## src/hdl/pinhole_camera_ray_generator_assert.svh

```systemverilog
// concurrent assertion helpers
`ifndef PINHOLE_CAMERA_RAY_GENERATOR_ASSERT_SVH
`define PINHOLE_CAMERA_RAY_GENERATOR_ASSERT_SVH
`ifndef ASSERT_OFF
`define PHCAM_ASSERT(lbl, clk, rstn, prop) \
	lbl: assert property (@(posedge clk) disable iff (!rstn) (prop)) \
		else $error("assertion failed");
`define PHCAM_ASSERT_NEXT(lbl, clk, rstn, ante, cons) \
	lbl: assert property (@(posedge clk) disable iff (!rstn) (ante) |=> (cons)) \
		else $error("assertion failed");
`else
`define PHCAM_ASSERT(lbl, clk, rstn, prop)
`define PHCAM_ASSERT_NEXT(lbl, clk, rstn, ante, cons)
`endif
`endif

```

## src/hdl/phcam_pkg.sv

```systemverilog
package phcam_pkg;
	localparam int SAMPLE_BITS = 16;
	localparam int MAG_W       = 20;
	localparam int Q_W         = 42;
	localparam int ROOT_STEPS  = 21;
	localparam int LEN_W       = 21;
	localparam int FRAC_W      = 14;
	localparam int QUO_W       = 15;
	localparam int NUM_W       = 35;
	localparam int UNIT_W      = 16;
	localparam int PROD_W      = 32;
	localparam int SUM_W       = 34;

	typedef struct packed {
		logic             sign_x;
		logic             sign_y;
		logic [MAG_W-1:0] mag_x;
		logic [MAG_W-1:0] mag_y;
	} vec_t;

	typedef struct packed {
		logic signed [UNIT_W-1:0] z;
		logic signed [UNIT_W-1:0] y;
		logic signed [UNIT_W-1:0] x;
	} dir_t;

	typedef enum logic [2:0] {
		REG_FOV     = 3'd0,
		REG_RIGHT   = 3'd1,
		REG_UP      = 3'd2,
		REG_FORWARD = 3'd3,
		REG_ORG_XY  = 3'd4,
		REG_ORG_Z   = 3'd5
	} reg_idx_t;

	localparam logic [31:0] FOV_RESET     = 32'h1000_1000;
	localparam logic [47:0] RIGHT_RESET   = 48'h0000_0000_4000;
	localparam logic [47:0] UP_RESET      = 48'h0000_4000_0000;
	localparam logic [47:0] FORWARD_RESET = 48'h4000_0000_0000;
endpackage

```

## src/hdl/phcam_sqrt.sv

```systemverilog
module phcam_sqrt (
	input  logic                        clk,
	input  logic                        arst_n,
	input  logic                        en,
	input  logic                        v_in,
	input  phcam_pkg::vec_t             vec_in,
	input  logic [phcam_pkg::Q_W-1:0]   q_in,
	output logic                        v_out,
	output phcam_pkg::vec_t             vec_out,
	output logic [phcam_pkg::LEN_W-1:0] len_out
);
	import phcam_pkg::*;

	logic           v_s   [ROOT_STEPS];
	vec_t           vec_s [ROOT_STEPS];
	logic [Q_W-1:0] x_s   [ROOT_STEPS];
	logic [Q_W-1:0] res_s [ROOT_STEPS];

	for (genvar k = 0; k < ROOT_STEPS; k++) begin : g_step
		localparam logic [Q_W-1:0] BIT = Q_W'(1) << (2*(ROOT_STEPS-1-k));
		logic           v_p;
		vec_t           vec_p;
		logic [Q_W-1:0] x_p, r_p, trial;

		if (k == 0) begin : g_first
			assign v_p   = v_in;
			assign vec_p = vec_in;
			assign x_p   = q_in;
			assign r_p   = '0;
		end else begin : g_next
			assign v_p   = v_s[k-1];
			assign vec_p = vec_s[k-1];
			assign x_p   = x_s[k-1];
			assign r_p   = res_s[k-1];
		end

		assign trial = r_p + BIT;

		always_ff @(posedge clk or negedge arst_n) begin
			if (!arst_n) begin
				v_s[k] <= 1'b0;
			end else if (en) begin
				v_s[k] <= v_p;
			end
		end

		always_ff @(posedge clk) begin
			if (en) begin
				vec_s[k] <= vec_p;
				if (x_p >= trial) begin
					x_s[k]   <= x_p - trial;
					res_s[k] <= (r_p >> 1) + BIT;
				end else begin
					x_s[k]   <= x_p;
					res_s[k] <= r_p >> 1;
				end
			end
		end
	end

	assign v_out   = v_s[ROOT_STEPS-1];
	assign vec_out = vec_s[ROOT_STEPS-1];
	assign len_out = res_s[ROOT_STEPS-1][LEN_W-1:0];
endmodule

```

## config.mk

```make
export PLATFORM = sky130hd
export DESIGN_NAME = phcam_sqrt
export DESIGN_NICKNAME = d
export VERILOG_FILES = /design/src/hdl/pinhole_camera_ray_generator_assert.svh /design/src/hdl/phcam_pkg.sv /design/src/hdl/phcam_sqrt.sv
export SDC_FILE = /design/constraint.sdc
export NUM_CORES = 2
export LEC_CHECK = 0
export BUFFER_PORTS_ARGS = -buffer_cell sky130_fd_sc_hd__buf_2
export CAP_MARGIN = 25
export CORE_MARGIN = 3
export CORE_UTILIZATION = 57
export CTS_CLUSTER_SIZE = 12
export DETAILED_ROUTE_END_ITERATION = 8
export HOLD_SLACK_MARGIN = 0.05
export PLACE_DENSITY = 0.73
export SYNTH_ARGS = -nofsm -noshare
export SYNTH_HDL_FRONTEND = slang
export SYNTH_SLANG_ARGS = --single-unit
```

## constraint.sdc

```tcl
create_clock -name clk -period 3.8 [get_ports clk]
set_input_delay 0.38 -clock clk [delete_from_list [all_inputs] [get_ports clk]]
set_output_delay 0.38 -clock clk [all_outputs]
set_load 0.02 [all_outputs]
```

==> key figures <==
Detailed routing
  • Vias: 40.7k
  • Post-route ant nets: 0
  • First drt pass iteration count: 7
  • DRT iter0 DRCs: ~3.3k
  • Detailed-route wire length: 143000 um
  • Vias per cell: roughly 5.6
  • Drt wl/cell: 19.7 um
  • DRC: 0

Timing
  • TNS Setup: 0 ps
  • Relative slew margins: 23.2%
  • Final min period: roughly 3700 ps
  • Fmax: 273 MHz
  • Final Skew: 82.3 ps
  • Fin. max-slew vios: 0
  • Hold Fails Final Rpt: 0
  • Final WS setup: roughly 140 ps
  • Unrepaired setup endpoints after global routing: false
  • Tcrit/Tclk final: a little over nine tenths
  • Final setup viols: 0
  • Worst-Margin Slew: roughly 1100 ps

Hold path
  • Hold_sp: en
  • Hold Path Class: in2reg
  • Hold Path Sink: vec_s[1][144]
  • Worst hold stages: 2

CTS
  • Clock root buffer: clkbuf_16
  • Max clock buf depth: 3
  • H-tree levels: 4
  • Clock latency at the later pin of the worst-skew pair: 830 ps
  • Setup bufs post-CTS: 0
  • Clock-pin slew on the worst setup and hold paths: around 60 ps
  • Clk sinks: a little under 2k
  • TritonCTS clock tree: yes
  • CTS buffer count: around 200

Critical path
  • Worst r2r path cells: 11
  • Critical Path RT: 4310 ps
  • Crit path capture type: flip-flop
  • Crit-path max FO: 7
  • Crit path DAT: 4170 ps
  • R2R setup slack: 140 ps
  • Worst setup SP type: flip-flop
  • Reg2Reg Capture Point: x_s[4][76]
  • Crit path kind: reg2reg
  • Worst R2R Start: res_s[2][8]

Power and ir drop
  • Lkg Pwr: 32.2 nW
  • Design Power: 51.4 mW
  • Pwr Density: slightly below 600 nW/um^2
  • Peak supply drop: 570 uV

Final layout
  • Most frequent cells in the layout: edfxtp_1, inv_1, nand2_1, ha_1, o21ai_0
  • Area grow syn2layout: 13.0%
  • Most common cell after layout, fill and taps aside: edfxtp_1
  • Share of cells above drive strength 1: between 10% and 20%
  • Final nets: 5681
  • Sequential cell area: about 59000 sq um
  • Area of the multi-input gates: approximately 18000 sq um
  • Fillers: 9191

Yosys
  • Complex-gate fraction of the synthesized area: 5.67%
  • Post-synth EDFFs: slightly below 2k
  • Post-Synth Simple-Gate Area: ~8.1%
  • Ys flop type: edfxtp_1
  • Syn_nets: roughly 5.3k
  • Syn_area_per_cell: 15.9 sq um
  • Largest family of logic cells by synthesized area: simple AND/OR/NAND/NOR gates
  • FFs w/ async S/R, synth: approximately 1.1%
  • Mapped cell area: 78300 sq um
  • Post-Synth XOR/XNOR Area: 3.87%
  • Unique masters post-synth: 88
  • Post-synthesis sequential area ratio: 75.6%
  • Synth top area share: 74.9%
  • Yosys reg bits: 1974
  • Mux contribution to synthesized area: 0.959%
  • Post-Synthesis Cells: 4919
  • Synth area leaders: edfxtp_1, ha_1, xor2_1
  • Synth Warn #: 0
  • Adder-cell share of the synthesized area: 3.98%
  • Largest area contributor in the netlist: edfxtp_1

Global route
  • Gr usage total: 20.3%
  • Vias in the first global route: 40.5k
  • Grt total ovfl: 0
  • Initial antenna violation count: 5
  • Largest net degree at the start of global routing: 186
  • First-pass GRT wire length: roughly 220000 um

Floorplan
  • IO Pins: 152
  • CORE AREA: 136000 sq um
  • Die height: 377 um
  • Core Rows: 135
  • Die area: 142000 sq um
  • Horiz. Die Dim: 377 um
  • Initial Util: 57.6%

Job
  • Max Cap Violations: 0

Placement
  • RD Place Congestion: 0.903
  • Pre-CTS setup slack: 333 ps
  • # port buffers: 151
  • Post-DP HPWL: 92700 um

Run status
  • Status: finished clean
stage by stage:
step           util (%)  area [sq um]  instances  hold slack [ps]
2_1_floorplan         -         78300       4919             84.4
3_3_place_gp       60.0         81600       6835              349
3_5_place_dp       60.0         81600       6835              360
4_1_cts            65.0         88400       7239             84.8
5_1_grt            65.1         88500       7243              105
6_report           65.1         88500       7244              160
cell usage after synthesis (8+ instances only):
cell type	number
nor2b_1	31
nor3_1	131
nor2_1	211
mux2_2	52
o41ai_1	8
or4_1	20
dfrtp_1	21
a31oi_1	15
nor4_1	128
nand4_1	55
and3_1	21
and2_1	13
nor4b_1	23
inv_1	299
o21ai_1	9
nand3b_1	15
ha_1	249
a21boi_0	8
nand2_1	281
or2_2	15
xor2_1	177
o31ai_1	27
nand3_1	70
or3_1	36
nand4b_1	15
buf_2	18
o21a_1	48
a21o_1	61
o211ai_1	17
mux2i_1	12
a21oi_1	193
xnor2_1	169
edfxtp_1	1953
clkbuf_1	64
o21bai_1	13
a211oi_1	18
o21ai_0	213
nand2b_1	68
o2111ai_1	11
nor3b_1	8
metal layers:
metal | vias to the layer above | GRT usage, % | wire length (um)
met5 | - | 0 | 0
met4 | 0 | 6.02 | 3610
li1 | 19500 | - | -
met3 | 265 | 3.50 | 7490
met1 | 19800 | 27.4 | 61100
met2 | 1106 | 34.0 | 70800
what timing repair did:
item	CTS	global route
setup endpoints to repair	0	1
resized for setup	0	1
hold buffers	88	0
endpoints found under the hold margin	106	0
registers in the layout, summed over array words and instances (netlist names):
name,cells
v_out,1
x_s,840
vec_s,882
res_s,231
g_step.v_p,20
how the worst max path moves through the flow:
| stage | to | depth (start not counted) | from | slack (ps) |
|---|---|---|---|---|
| finish | x_s[4][76] | 11 | res_s[2][8] | 140 |
| global route | x_s[4][163] | 10 | res_s[2][89] | 20 |
| CTS | x_s[4][76] | 11 | res_s[2][8] | 280 |
| detailed placement | x_s[4][76] | 11 | res_s[2][8] | 330 |
| global placement | x_s[4][115] | 9 | x_s[4][51] | 360 |
| floorplan | res_s[2][128] | 4 | en | 490 |
cell families (layout without fill, tap and decap cells):
kind of cell,after synthesis,count (layout)
AOI/OAI and AO/OA,707,707
xor gates and xnor gates,346,346
adders and majority gates,249,249
buffers and inverters,386,929
DFF,1974,1974
muxes,68,68
other,0,1
and+or+nand+nor,1189,1189
power by group:
part           leakage, nW  switching [mW]  internal [mW]  total [mW]
clock                 2.87            7.94           10.1        18.0
sequential            19.1            1.20           26.4        27.6
combinational         10.2            3.35           2.36        5.71
critical path: stages, from the launching register on:
cell	delay, ps
edfxtp_1	390
inv_1	60
ha_1	350
nor2b_1	160
o21ai_0	120
a21oi_1	480
o311ai_0	190
buf_4	170
a31oi_1	560
o211ai_1	410
nor4_1	360
xor2_1	130
final cells by class:
class	instances	share of cell area, %
antenna	1	0.00283
clock buffer	252	5.80
clock inverter	64	0.946
inverter	300	1.27
multi-input combinational	2559	20.0
sequential	1974	66.8
tap	1781	2.52
timing repair buffer	313	2.66
Power figures use the tool's default switching activity.
