File: config.mk
export PLATFORM = sky130hd
export DESIGN_NAME = phcam_scale
export DESIGN_NICKNAME = d
export VERILOG_FILES = /design/src/hdl/pinhole_camera_ray_generator_assert.svh /design/src/hdl/phcam_pkg.sv /design/src/hdl/phcam_scale.sv
export SDC_FILE = /design/constraint.sdc
export NUM_CORES = 2
export LEC_CHECK = 0
export BUFFER_PORTS_ARGS = -buffer_cell sky130_fd_sc_hd__buf_2
export CELL_PAD_IN_SITES_DETAIL_PLACEMENT = 0
export CELL_PAD_IN_SITES_GLOBAL_PLACEMENT = 1
export CORE_MARGIN = 2
export CORE_UTILIZATION = 45
export DETAILED_ROUTE_END_ITERATION = 10
export PLACE_DENSITY_LB_ADDON = 0.25
export SLEW_MARGIN = 5
export SYNTH_ARGS = -nofsm -noshare
export SYNTH_HDL_FRONTEND = slang
export SYNTH_SLANG_ARGS = --single-unit
File: constraint.sdc
create_clock -name clk -period 9.5 [get_ports clk]
set_clock_uncertainty 0.15 [all_clocks]
set_input_delay 1.425 -clock clk [delete_from_list [all_inputs] [get_ports clk]]
set_output_delay 1.425 -clock clk [all_outputs]
set_load 0.05 [all_outputs]
File: src/hdl/pinhole_camera_ray_generator_assert.svh
// concurrent assertion helpers
`ifndef PINHOLE_CAMERA_RAY_GENERATOR_ASSERT_SVH
`define PINHOLE_CAMERA_RAY_GENERATOR_ASSERT_SVH
`ifndef ASSERT_OFF
`define PHCAM_ASSERT(lbl, clk, rstn, prop) \
	lbl: assert property (@(posedge clk) disable iff (!rstn) (prop)) \
		else $error("assertion failed");
`define PHCAM_ASSERT_NEXT(lbl, clk, rstn, ante, cons) \
	lbl: assert property (@(posedge clk) disable iff (!rstn) (ante) |=> (cons)) \
		else $error("assertion failed");
`else
`define PHCAM_ASSERT(lbl, clk, rstn, prop)
`define PHCAM_ASSERT_NEXT(lbl, clk, rstn, ante, cons)
`endif
`endif

File: src/hdl/phcam_pkg.sv
package phcam_pkg;
	localparam int SAMPLE_BITS = 16;
	localparam int MAG_W       = 20;
	localparam int Q_W         = 42;
	localparam int ROOT_STEPS  = 21;
	localparam int LEN_W       = 21;
	localparam int FRAC_W      = 14;
	localparam int QUO_W       = 15;
	localparam int NUM_W       = 35;
	localparam int UNIT_W      = 16;
	localparam int PROD_W      = 32;
	localparam int SUM_W       = 34;

	typedef struct packed {
		logic             sign_x;
		logic             sign_y;
		logic [MAG_W-1:0] mag_x;
		logic [MAG_W-1:0] mag_y;
	} vec_t;

	typedef struct packed {
		logic signed [UNIT_W-1:0] z;
		logic signed [UNIT_W-1:0] y;
		logic signed [UNIT_W-1:0] x;
	} dir_t;

	typedef enum logic [2:0] {
		REG_FOV     = 3'd0,
		REG_RIGHT   = 3'd1,
		REG_UP      = 3'd2,
		REG_FORWARD = 3'd3,
		REG_ORG_XY  = 3'd4,
		REG_ORG_Z   = 3'd5
	} reg_idx_t;

	localparam logic [31:0] FOV_RESET     = 32'h1000_1000;
	localparam logic [47:0] RIGHT_RESET   = 48'h0000_0000_4000;
	localparam logic [47:0] UP_RESET      = 48'h0000_4000_0000;
	localparam logic [47:0] FORWARD_RESET = 48'h4000_0000_0000;
endpackage

File: src/hdl/phcam_scale.sv
module phcam_scale (
	input  logic                              clk,
	input  logic                              arst_n,
	input  logic                              en,
	input  logic                              v_in,
	input  logic [phcam_pkg::SAMPLE_BITS-1:0] sample_u,
	input  logic [phcam_pkg::SAMPLE_BITS-1:0] sample_v,
	input  logic [31:0]                       fov_scale,
	output logic                              v_out,
	output phcam_pkg::vec_t                   vec_out,
	output logic [phcam_pkg::Q_W-1:0]         q_out
);
	import phcam_pkg::*;

	localparam int SB = SAMPLE_BITS;
	localparam logic [SB:0] HALF = (SB+1)'(1) << (SB-1);

	logic [SB:0]    cu, cv, au, av;
	logic           v_s1, v_s2, v_s3, v_s4;
	logic           sgn_x_s1, sgn_y_s1, sgn_x_s2, sgn_y_s2, sgn_x_s3, sgn_y_s3;
	logic [SB-1:0]  abs_x_s1, abs_y_s1;
	logic [SB+15:0] prod_x_s2, prod_y_s2;
	logic [MAG_W-1:0] mag_x_s3, mag_y_s3, mag_x;
	logic [MAG_W-1:0] mag_y;
	logic [2*MAG_W-1:0] sq_x_s3, sq_y_s3;
	vec_t           vec_s4;
	logic [Q_W-1:0] q_s4;

	assign cu = {1'b0, sample_u} - HALF;
	assign cv = {1'b0, sample_v} - HALF;
	assign au = cu[SB] ? (~cu + 1'b1) : cu;
	assign av = cv[SB] ? (~cv + 1'b1) : cv;
	assign mag_x = prod_x_s2[SB+15:SB-4];
	assign mag_y = prod_y_s2[SB+15:SB-4];

	always_ff @(posedge clk or negedge arst_n) begin
		if (!arst_n) begin
			v_s1 <= 1'b0;
			v_s2 <= 1'b0;
			v_s3 <= 1'b0;
			v_s4 <= 1'b0;
		end else if (en) begin
			v_s1 <= v_in;
			v_s2 <= v_s1;
			v_s3 <= v_s2;
			v_s4 <= v_s3;
		end
	end

	always_ff @(posedge clk) begin
		if (en) begin
			sgn_x_s1  <= cu[SB];
			sgn_y_s1  <= cv[SB];
			abs_x_s1  <= au[SB-1:0];
			abs_y_s1  <= av[SB-1:0];
			sgn_x_s2  <= sgn_x_s1;
			sgn_y_s2  <= sgn_y_s1;
			prod_x_s2 <= abs_x_s1 * fov_scale[15:0];
			prod_y_s2 <= abs_y_s1 * fov_scale[31:16];
			sgn_x_s3  <= sgn_x_s2;
			sgn_y_s3  <= sgn_y_s2;
			mag_x_s3  <= mag_x;
			mag_y_s3  <= mag_y;
			sq_x_s3   <= mag_x * mag_x;
			sq_y_s3   <= mag_y * mag_y;
			vec_s4    <= '{sign_x: sgn_x_s3, sign_y: sgn_y_s3,
				mag_x: mag_x_s3, mag_y: mag_y_s3};
			q_s4      <= Q_W'(sq_x_s3) + Q_W'(sq_y_s3) + (Q_W'(1) << 32);
		end
	end

	assign v_out   = v_s4;
	assign vec_out = vec_s4;
	assign q_out   = q_s4;
endmodule

==> impl_metrics.yaml <==
critical_path:
  crit_arrival_ns: 7.90
  regToRegSetupSlack_ns: 1.76
  timing.rr.start: "prod_y_s2[22]"
  cp_cell_sequence: "and2_1, fa_1, fa_1, inv_1, fa_1, inv_1, fa_1, fa_1, fa_1, fa_1, ha_1, a21oi_1, o21ai_0, a221oi_1, o21ai_1, a21bo_2, a211oi_2, o21ai_0, a21oi_1, xnor2_1"
  crit_type: "flop to flop"
  crit_path_max_fanout: 15
  cpMaxStageDelayCell: "edfxtp_1"
  setup.worst_path.start: "prod_y_s2[22]"
  crit_top_cell: "fa_1"
  critPathRequiredTime_ns: 9.66
  cp-start-kind: "flop"
  max_stage_delay_ns: 0.89
  crit_path_end_kind: "flop"
  reg2regPathDepth: 20
  timing.rr.end: "sq_y_s3[27]"
die:
  die_y_um: 337.9
  chipWidth_um: 337.9
  die_area_mm2: 0.1142
  coreArea_mm2: 0.1107
  io_pins: 153
  num_rows: 122
  initial_core_util_pct: 45.34
route:
  drtIter0Drc: 1256
  wl_per_cell_um: 16.78
  vias: 32649
  drc: 0
  drt-total-wl_um: 110800
  drt_first_pass_iters: 5
  ant_nets: 0
  avgViaCountPerCell: 4.947
timing:
  tightest_slew_ns: 0.9684
  max_freq_mhz: 129.2
  finalMaxSlewViolations: 0
  final.setup.tns_ns: 0
  fin_ws_ns: 1.762
  hold_slack_ns: 0.2479
  fin_crit_sh_pct: 81.45
  relSlewSlack_pct: 35.44
  finalSetupViolations: 0
  finalCriticalPeriod_ns: 7.738
  finalHoldViolations: 0
  rsz0062_at_grt: "no"
clock_network:
  cts_resized: 0
  hold_buffers: 0
  path_clk_slew_ns: 0.06
  cts_root_buf: "clkbuf_16"
  clk_path_buf_depth: 3
  post_cts_buffers: 0
  clk_latency_ns: 0.59
  cts_made_buffers: 37
  cts_tree: "yes"
  cts_sinks: 282
  cts.htree.levels: 2
global_route:
  grt_usage_pct: 20.51
  antenna_found_initial: 3
  grt_overflow: 0
  grt_max_degree: 82
  grt_first_pass_wirelength_um: 184900
  grt_pass1_vias: 35426
yosys:
  synth_edf_count: 278
  async_flop_share_pct: 1.418
  yosys.area.top_type_share_pct: 37.59
  yosys_register_bits: 282
  syn_nets: 6606
  synthFlopType: "edfxtp_1"
  synth_compound_area_share_pct: 5.608
  post_synth_num_cell_types: 73
  syn_inst: 5010
  synth.yosys.seq_area_share_pct: 16.84
  synthesis.area_mm2: 0.05017
  syn_area_per_cell_um2: 10.01
  synth_xor_area_share_pct: 3.544
  synth_mux_area_share_pct: 0.1995
  yosys.area.top_type: "fa_1"
  synth_fa_ha_area_share_pct: 52.22
  ys_warn_count: 0
  synthTopCellsByArea: "fa_1 38%, edfxtp_1 17%, ha_1 15%, inv_1 8.7%, nand2_1 4.6%"
  synth_top_family_by_area: "adder cells"
  synth-simple-area-share_pct: 11.70
placed_design:
  dp_slack_ns: 1.379
  place_area_mm2: 0.05252
  hpwl_um: 90900
  io_buffers: 152
  gp_congestion: 0.8433
layout:
  nNetsFinal: 6680
  syn_to_final_growth_pct: 7.027
  final_cell_mix: "1164 x inv_1, 942 x fa_1, 615 x nand2_1, 586 x ha_1, 342 x and2_1"
  register_area_mm2: 0.008448
  drive_gt1_share_pct: 5.692
  fill_cells: 10489
  antenna_cells: 0
  multi_input_area_mm2: 0.03677
  layout_commonest_cell: "inv_1"
  finalInstanceArea_mm2: 0.05370
hold_path:
  hold_depth: 0
  min-delay-start: "mag_x_s3[7]"
  hp-class: "flop to flop"
  worst_hold_path.endpoint: "vec_out[27]"
job:
  max_cap_violations: 0
run_status:
  status: "complete, no violations"
-- sequential cells by signal, indices dropped and copies added (netlist names) --
name and cells:
q_out 42, v_s3 1, sq_x_s3 38, prod_x_s2 20, v_out 1, abs_x_s1 16
sgn_y_s3 1, vec_out 42, abs_y_s1 16, mag_x_s3 20, mag_y_s3 20, v_s1 1
sgn_y_s2 1, v_s2 1, sgn_x_s2 1, sgn_x_s3 1, sgn_x_s1 1, prod_y_s2 20
sq_y_s3 38, sgn_y_s1 1
-- stage by stage --
step | utilization (%) | std cells
2_1_floorplan | - | 5010
3_3_place_gp | 47.45 | 6533
3_5_place_dp | 47.45 | 6533
4_1_cts | 48.52 | 6600
5_1_grt | 48.52 | 6600
6_report | 48.52 | 6600
-- area by class of cell --
class                   count  area share (%)
clock buffers              46           1.866
clock inverters            21          0.3378
inverters                1164           8.136
multi-input cells        3407           68.47
flip-flops and latches    282           15.73
well taps                1488           3.467
repair buffers            192           1.994
-- how the worst max path moves through the flow --
stage / end / slack (ns) / cells after the start
finish: sq_y_s3[27] / 1.76 / 20
CTS: sq_y_s3[27] / 1.75 / 20
floorplan: prod_x_s2[30] / 2.07 / 22
global placement: prod_x_s2[30] / 1.49 / 22
detailed placement: prod_x_s2[30] / 1.38 / 22
global route: sq_x_s3[39] / 1.30 / 24
-- worst max-delay path: cells and delay by family (launching register included) --
kind                       cells  cell delay, ns
adders and majority gates      8            3.79
AOI/OAI and AO/OA              8            2.10
and+or+nand+nor                1            0.32
buffers and inverters          2            0.11
xor gates and xnor gates       1            0.11
DFF                            1            0.89
-- cells in the mapped netlist (all sizes together), types with 28 or more instances --
master     n
fa       942
nor2     128
xor2      79
and2     342
edfxtp   278
nand2    615
a21o      89
o21ai     74
nor3      32
ha       586
a21oi    133
inv     1164
xnor2    124
clkbuf   154
nor2b     28
-- per-layer routing --
layer	wire length [um]	up-vias	GRT usage (%)
met2	52600	504	34.34
met1	52270	16491	28.85
met3	4110	106	2.448
met5	23	-	0
li1	-	15544	-
met4	1773	4	3.943
-- logic make-up (layout without fill, tap and decap cells) --
group / Yosys count / count (layout)
adders and majority gates: 1529 / 1529
buffers and inverters: 1321 / 1423
and+or+nand+nor: 1240 / 1240
AOI/OAI and AO/OA: 425 / 425
DFF: 282 / 282
xor gates and xnor gates: 203 / 203
muxes: 9 / 9
other: 1 / 1
Power is not shown: default switching activity piles up to over one toggle a cycle in this logic, so the estimate is an artifact.
