## config.mk

```make
export PLATFORM = sky130hd
export DESIGN_NAME = phcam_norm
export DESIGN_NICKNAME = d
export VERILOG_FILES = /design/src/hdl/pinhole_camera_ray_generator_assert.svh /design/src/hdl/phcam_pkg.sv /design/src/hdl/phcam_norm.sv
export SDC_FILE = /design/constraint.sdc
export NUM_CORES = 2
export LEC_CHECK = 0
export BUFFER_PORTS_ARGS = -buffer_cell sky130_fd_sc_hd__buf_2
export CORE_MARGIN = 8
export CORE_UTILIZATION = 42
export CTS_CLUSTER_SIZE = 30
export DETAILED_ROUTE_END_ITERATION = 10
export HOLD_SLACK_MARGIN = 0.02
export SYNTH_ARGS = -nofsm -noshare
export SYNTH_HDL_FRONTEND = slang
export SYNTH_SLANG_ARGS = --single-unit
```

## constraint.sdc

```tcl
create_clock -name clk -period 3.4 [get_ports clk]
set_input_delay 0.17 -clock clk [delete_from_list [all_inputs] [get_ports clk]]
set_output_delay 0.17 -clock clk [all_outputs]
set_load 0.005 [all_outputs]
```

## src/hdl/pinhole_camera_ray_generator_assert.svh

```systemverilog
// concurrent assertion helpers
`ifndef PINHOLE_CAMERA_RAY_GENERATOR_ASSERT_SVH
`define PINHOLE_CAMERA_RAY_GENERATOR_ASSERT_SVH
`ifndef ASSERT_OFF
`define PHCAM_ASSERT(lbl, clk, rstn, prop) \
	lbl: assert property (@(posedge clk) disable iff (!rstn) (prop)) \
		else $error("assertion failed");
`define PHCAM_ASSERT_NEXT(lbl, clk, rstn, ante, cons) \
	lbl: assert property (@(posedge clk) disable iff (!rstn) (ante) |=> (cons)) \
		else $error("assertion failed");
`else
`define PHCAM_ASSERT(lbl, clk, rstn, prop)
`define PHCAM_ASSERT_NEXT(lbl, clk, rstn, ante, cons)
`endif
`endif

```

## src/hdl/phcam_pkg.sv

```systemverilog
package phcam_pkg;
	localparam int SAMPLE_BITS = 16;
	localparam int MAG_W       = 20;
	localparam int Q_W         = 42;
	localparam int ROOT_STEPS  = 21;
	localparam int LEN_W       = 21;
	localparam int FRAC_W      = 14;
	localparam int QUO_W       = 15;
	localparam int NUM_W       = 35;
	localparam int UNIT_W      = 16;
	localparam int PROD_W      = 32;
	localparam int SUM_W       = 34;

	typedef struct packed {
		logic             sign_x;
		logic             sign_y;
		logic [MAG_W-1:0] mag_x;
		logic [MAG_W-1:0] mag_y;
	} vec_t;

	typedef struct packed {
		logic signed [UNIT_W-1:0] z;
		logic signed [UNIT_W-1:0] y;
		logic signed [UNIT_W-1:0] x;
	} dir_t;

	typedef enum logic [2:0] {
		REG_FOV     = 3'd0,
		REG_RIGHT   = 3'd1,
		REG_UP      = 3'd2,
		REG_FORWARD = 3'd3,
		REG_ORG_XY  = 3'd4,
		REG_ORG_Z   = 3'd5
	} reg_idx_t;

	localparam logic [31:0] FOV_RESET     = 32'h1000_1000;
	localparam logic [47:0] RIGHT_RESET   = 48'h0000_0000_4000;
	localparam logic [47:0] UP_RESET      = 48'h0000_4000_0000;
	localparam logic [47:0] FORWARD_RESET = 48'h4000_0000_0000;
endpackage

```

## src/hdl/phcam_norm.sv

```systemverilog
module phcam_norm (
	input  logic                        clk,
	input  logic                        arst_n,
	input  logic                        en,
	input  logic                        v_in,
	input  phcam_pkg::vec_t             vec_in,
	input  logic [phcam_pkg::LEN_W-1:0] len_in,
	output logic                        v_out,
	output logic                        sign_x,
	output logic                        sign_y,
	output logic [phcam_pkg::QUO_W-1:0] quo_x,
	output logic [phcam_pkg::QUO_W-1:0] quo_y,
	output logic [phcam_pkg::QUO_W-1:0] quo_z
);
	import phcam_pkg::*;

	logic             v_s   [QUO_W];
	logic             sx_s  [QUO_W];
	logic             sy_s  [QUO_W];
	logic [LEN_W-1:0] len_s [QUO_W];
	logic [NUM_W-1:0] rem_s [QUO_W][3];
	logic [QUO_W-1:0] quo_s [QUO_W][3];

	for (genvar k = 0; k < QUO_W; k++) begin : g_step
		localparam int SH = QUO_W-1-k;
		logic             v_p, sx_p, sy_p;
		logic [LEN_W-1:0] len_p;
		logic [NUM_W-1:0] rem_p [3];
		logic [QUO_W-1:0] quo_p [3];
		logic [NUM_W-1:0] dvs;

		if (k == 0) begin : g_first
			assign v_p      = v_in;
			assign sx_p     = vec_in.sign_x;
			assign sy_p     = vec_in.sign_y;
			assign len_p    = len_in;
			assign rem_p[0] = NUM_W'({vec_in.mag_x, {FRAC_W{1'b0}}}) + NUM_W'(len_in >> 1);
			assign rem_p[1] = NUM_W'({vec_in.mag_y, {FRAC_W{1'b0}}}) + NUM_W'(len_in >> 1);
			assign rem_p[2] = (NUM_W'(1) << (2*FRAC_W+2)) + NUM_W'(len_in >> 1);
			assign quo_p[0] = '0;
			assign quo_p[1] = '0;
			assign quo_p[2] = '0;
		end else begin : g_next
			assign v_p   = v_s[k-1];
			assign sx_p  = sx_s[k-1];
			assign sy_p  = sy_s[k-1];
			assign len_p = len_s[k-1];
			assign rem_p = rem_s[k-1];
			assign quo_p = quo_s[k-1];
		end

		assign dvs = NUM_W'(len_p) << SH;

		always_ff @(posedge clk or negedge arst_n) begin
			if (!arst_n) begin
				v_s[k] <= 1'b0;
			end else if (en) begin
				v_s[k] <= v_p;
			end
		end

		always_ff @(posedge clk) begin
			if (en) begin
				sx_s[k]  <= sx_p;
				sy_s[k]  <= sy_p;
				len_s[k] <= len_p;
				for (int j = 0; j < 3; j++) begin
					if (rem_p[j] >= dvs) begin
						rem_s[k][j] <= rem_p[j] - dvs;
						quo_s[k][j] <= quo_p[j] | (QUO_W'(1) << SH);
					end else begin
						rem_s[k][j] <= rem_p[j];
						quo_s[k][j] <= quo_p[j];
					end
				end
			end
		end
	end

	assign v_out  = v_s[QUO_W-1];
	assign sign_x = sx_s[QUO_W-1];
	assign sign_y = sy_s[QUO_W-1];
	assign quo_x  = quo_s[QUO_W-1][0];
	assign quo_y  = quo_s[QUO_W-1][1];
	assign quo_z  = quo_s[QUO_W-1][2];
endmodule

```

==> results.txt <==
* Setup slack after layout: -0.121 ns
- The initial antenna violation count was 7.
- Most area-consuming cells after synthesis: sky130_fd_sc_hd__edfxtp_1 (51%), sky130_fd_sc_hd__ha_1 (9.3%), sky130_fd_sc_hd__a21oi_1 (3.6%), sky130_fd_sc_hd__xnor2_1 (3.6%), sky130_fd_sc_hd__o21ai_0 (3.2%)
- Pin count of the biggest net entering global routing: 140
* Count of standard-cell rows: ~200
* Slack of the worst reg-to-reg path: -0.12 ns
- Crit path from: len_s[0][44]
- Synthesized netlist net count: between 10000 and 15000
- The final count of hold timing violations was 0.
* Post-DP HPWL: 348000 um
- Area inside the core boundary: around 300000 um^2
* Iteration count of the initial detailed-routing pass: 6
- Count of different cell masters after synthesis: 93
- Along the worst path, the maximum fanout reaches 8.
* Seq pwr share: ~34%
* Period utilization: 104%
* Transition time at the pin with the least slew margin: roughly 0.87 ns
* Most common flop cell mapped by yosys: sky130_fd_sc_hd__edfxtp_1
- The run finished, with violations left.
* Type of the worst setup path: flop to flop
* Worst hold-check path type: input port to flop
- In this run the power density over the cells is between 700 and 800 nW/um^2.
- In this run the critical register-to-register path is launched from len_s[0][44].
* Startpoint type of the worst setup path: flop
* P&R area growth vs syn: 29.3%
- The first global-routing pass estimated ~620000 um of wire.
- Synthesized area per cell: ~11 um^2
- STA classifies the critical path endpoint as a flop.
- OpenSTA, run right after detailed placement, puts the worst setup slack at -1.22 ns.
- In this run the critical register-to-register path is captured at rem_s[0][326].
* Number of top-level design ports: between 100 and 150
- Clock insertion delay at the later pin of the skew report: 0.93 ns
* Cell type with the highest aggregate area in the netlist: sky130_fd_sc_hd__edfxtp_1
- Per-cell routed wire length: between 20 and 25 um
- The tool flagged a number of max-cap violations equal to 0.
* Unrepaired setup endpoints after global routing: yes
- Final clock skew: about 0.048 ns
* Detailed-route via count: 98600
* Worst-case reg-to-reg path depth: 15
- The internal portion of the total power is between 80 and 90 mW.
- Across the VDD grid, the largest voltage drop is between 0.5 and 0.6 mV.
- Total clock buffers created by CTS: roughly 240
- Static leakage power: approximately 66 nW
- Fraction of layout instances using a drive strength above 1: between 20 and 30%
- At the end of the flow, the number of nets in the layout was around 15000.
* Psw: around 47 mW
- Once the floorplan was initialized, standard cells occupied between 40% and 50% of the core.
- The total overflow left after global routing is 0.
* Chip Height: 565 um
- The final reports fail on setup timing.
* Post-synthesis simple-gate area fraction: between 10% and 20%
- Cell count after placement: roughly 17000
- Post-Route WL: about 430000 um
- Number of global-route vias before repair: ~100k
* Post-route antenna net violation count: 0
* Combinational family with the most area after synthesis: compound AO/OA/AOI/OAI gates
- For this run, the number of Yosys warnings is 0.
* Xor and xnor fraction of the mapped netlist area: approximately 6.8%
- In this run the clock root is driven by a sky130_fd_sc_hd__clkbuf_16.
* Post-synth top cells: sky130_fd_sc_hd__edfxtp_1 (2154), sky130_fd_sc_hd__ha_1 (942), sky130_fd_sc_hd__a21oi_1 (923)
- Top-count cell post-synth: sky130_fd_sc_hd__edfxtp_1
- Logic gate share of total power: a little under half
- TritonCTS clock tree: done
* Die extent in x: between 500 and 600 um
- The floorplan step defined a die boundary enclosing ~320000 um^2.
- The synthesized netlist devotes between 10% and 20% of its cell area to compound gates.
- For this design, the sink count on the clock tree is roughly 2200.
- Number of storage elements in the synthesis netlist: 2169
- Final setup fails: 22
- The design draws 130 mW.
- Sequential fraction of the synthesis area: about half
- After detailed routing, the number of vias per cell comes to between 5 and 6.
* Global-route usage over all layers: about 26%
- The cell area that synthesis handed to floorplanning was roughly 130000 um^2.
* Setup TNS Final: -1.18 ns
- The worst pin sits at a relative slew slack of 41.8%.
- Gpl congestion: 0.996
- Data arrival time of the critical path: ~4.2 ns
- The critical path ends at rem_s[0][326].
* Share of the synthesized area in the top cell type: around 51%
- Highest clock frequency the design can meet: 284 MHz
- Buffer levels on the longest clock path: 4
- Of the total synthesized cell area, the portion taken by full adders, half adders and majority gates is about a tenth.
- Number of port buffers: 114
- Fraction of power spent switching nets: about 36%
* Violation count after the first detailed-route iteration: 5592
- Number of max-slew violations in the final report: 0
* Fraction of synthesis flops using an asynchronous set or reset pin: 0.692%
* Non-Filler Instances: between 15000 and 20000
* Cells after Synth: about 12000
- Clock network power share: between 20% and 30%
- Data required time of the critical path: slightly above 4 ns
* Clk pin slew, worst setup/hold paths: 0.06 ns
- Htree depth: 4
* EDFF count, synth: between 2000 and 2500
* Post-detailed-route DRC marker count: 0
- For the finished layout, the period the worst path requires is approximately 3.5 ns.
* Share of cell area taken by muxes after synthesis: under 10%
## per-layer routing
metal,track usage (%),up-vias,wire (um)
li1,-,48100,-
met1,23.2,46800,139000
met2,49.2,2434,224000
met3,2.65,1282,12500
met4,26.9,0,56500
met5,0,-,0
## timing repair
action | 4_1_cts | 5_1_grt
gates cloned | 6 | 12
hold buffers | 68 | 0
pin swaps | 116 | 347
endpoints found under the setup margin | 661 | 789
hold endpoints to repair | 442 | 0
setup buffers | 74 | 145
gates resized for setup | 416 | 723
## layout by cell type (no fill, tap or decap), types with 361 or more instances in the layout
cell,n
sky130_fd_sc_hd__a21oi_1,841
sky130_fd_sc_hd__ha_1,894
sky130_fd_sc_hd__inv_1,525
sky130_fd_sc_hd__edfxtp_1,2154
sky130_fd_sc_hd__nor2_1,821
sky130_fd_sc_hd__o21ai_0,659
sky130_fd_sc_hd__xor2_1,463
sky130_fd_sc_hd__a21o_1,361
sky130_fd_sc_hd__nand2_1,890
sky130_fd_sc_hd__xnor2_1,517
sky130_fd_sc_hd__buf_4,2142
## critical path: stages, from the launching register on
cell,delay [ns]
sky130_fd_sc_hd__edfxtp_1,0.42
sky130_fd_sc_hd__inv_2,0.14
sky130_fd_sc_hd__ha_4,0.22
sky130_fd_sc_hd__nor2b_2,0.15
sky130_fd_sc_hd__o31a_1,0.26
sky130_fd_sc_hd__o41a_1,0.36
sky130_fd_sc_hd__o41a_1,0.38
sky130_fd_sc_hd__a31oi_2,0.21
sky130_fd_sc_hd__buf_4,0.16
sky130_fd_sc_hd__o21ai_4,0.05
sky130_fd_sc_hd__a22o_4,0.27
sky130_fd_sc_hd__nor2_4,0.15
sky130_fd_sc_hd__buf_12,0.17
sky130_fd_sc_hd__buf_12,0.15
sky130_fd_sc_hd__buf_8,0.12
sky130_fd_sc_hd__o21ai_2,0.05
## cell families (layout without fill, tap and decap cells)
family,Yosys count,count (layout)
buf+inv,863,3564
simple gates,3339,3339
compound gates,2962,2962
flops,2169,2169
fa+ha+maj,986,986
mux,206,206
other cells,0,4
xor+xnor,990,990
## power by group through the flow
| stage | clock (mW) | combinational, mW | sequential (mW) |
|---|---|---|---|
| 2_1_floorplan | 0 | 35.5 | 42.2 |
| 3_5_place_dp | 0 | 55.1 | 44.4 |
| 3_3_place_gp | 0 | 54.2 | 44.3 |
| 4_1_cts | 26.8 | 57.1 | 43.9 |
| 6_report | 26.1 | 60.0 | 44.1 |
| 5_1_grt | 27.7 | 65.7 | 44.7 |
## through the flow
stage               hold WS [ns]  instance area [um^2]  utilization, %
finish                    0.0935                164000            54.6
global route              0.0974                164000            54.6
CTS                       0.0288                160000            53.2
detailed placement        0.0888                149000            49.6
global placement          0.0771                149000            49.6
floorplan                 -0.126                127000               -
## registers in the layout, summed over array words and instances, names as in the netlist
name	flops
rem_s	1470
quo_s	360
len_s	294
sx_s	15
sy_s	15
g_step.v_p	14
v_out	1
## area by class of cell
| type | count | area (um^2) |
|---|---|---|
| antenna | 4 | 10.0 |
| clock buffer | 285 | 6280 |
| clock inverter | 153 | 1550 |
| fill | 25700 | 136000 |
| inverter | 593 | 2290 |
| multi-input combinational | 8483 | 62800 |
| sequential | 2169 | 65100 |
| tap | 3958 | 4950 |
| timing repair buffer | 2533 | 20800 |
## worst min path at each step
stage              start        endpoint  slack (ns)  cells after the start
2_1_floorplan     arst_n  g_step[10].v_p       -0.13                      0
5_1_grt        len_in[3]    rem_s[0][72]         0.1                      2
4_1_cts        vec_in[5]    rem_s[0][54]        0.03                      7
6_report       vec_in[5]    rem_s[0][54]        0.09                      7
3_5_place_dp      arst_n           v_out        0.09                      1
3_3_place_gp      arst_n           v_out        0.08                      1
Note: power is estimated with default switching activity, not from simulation.
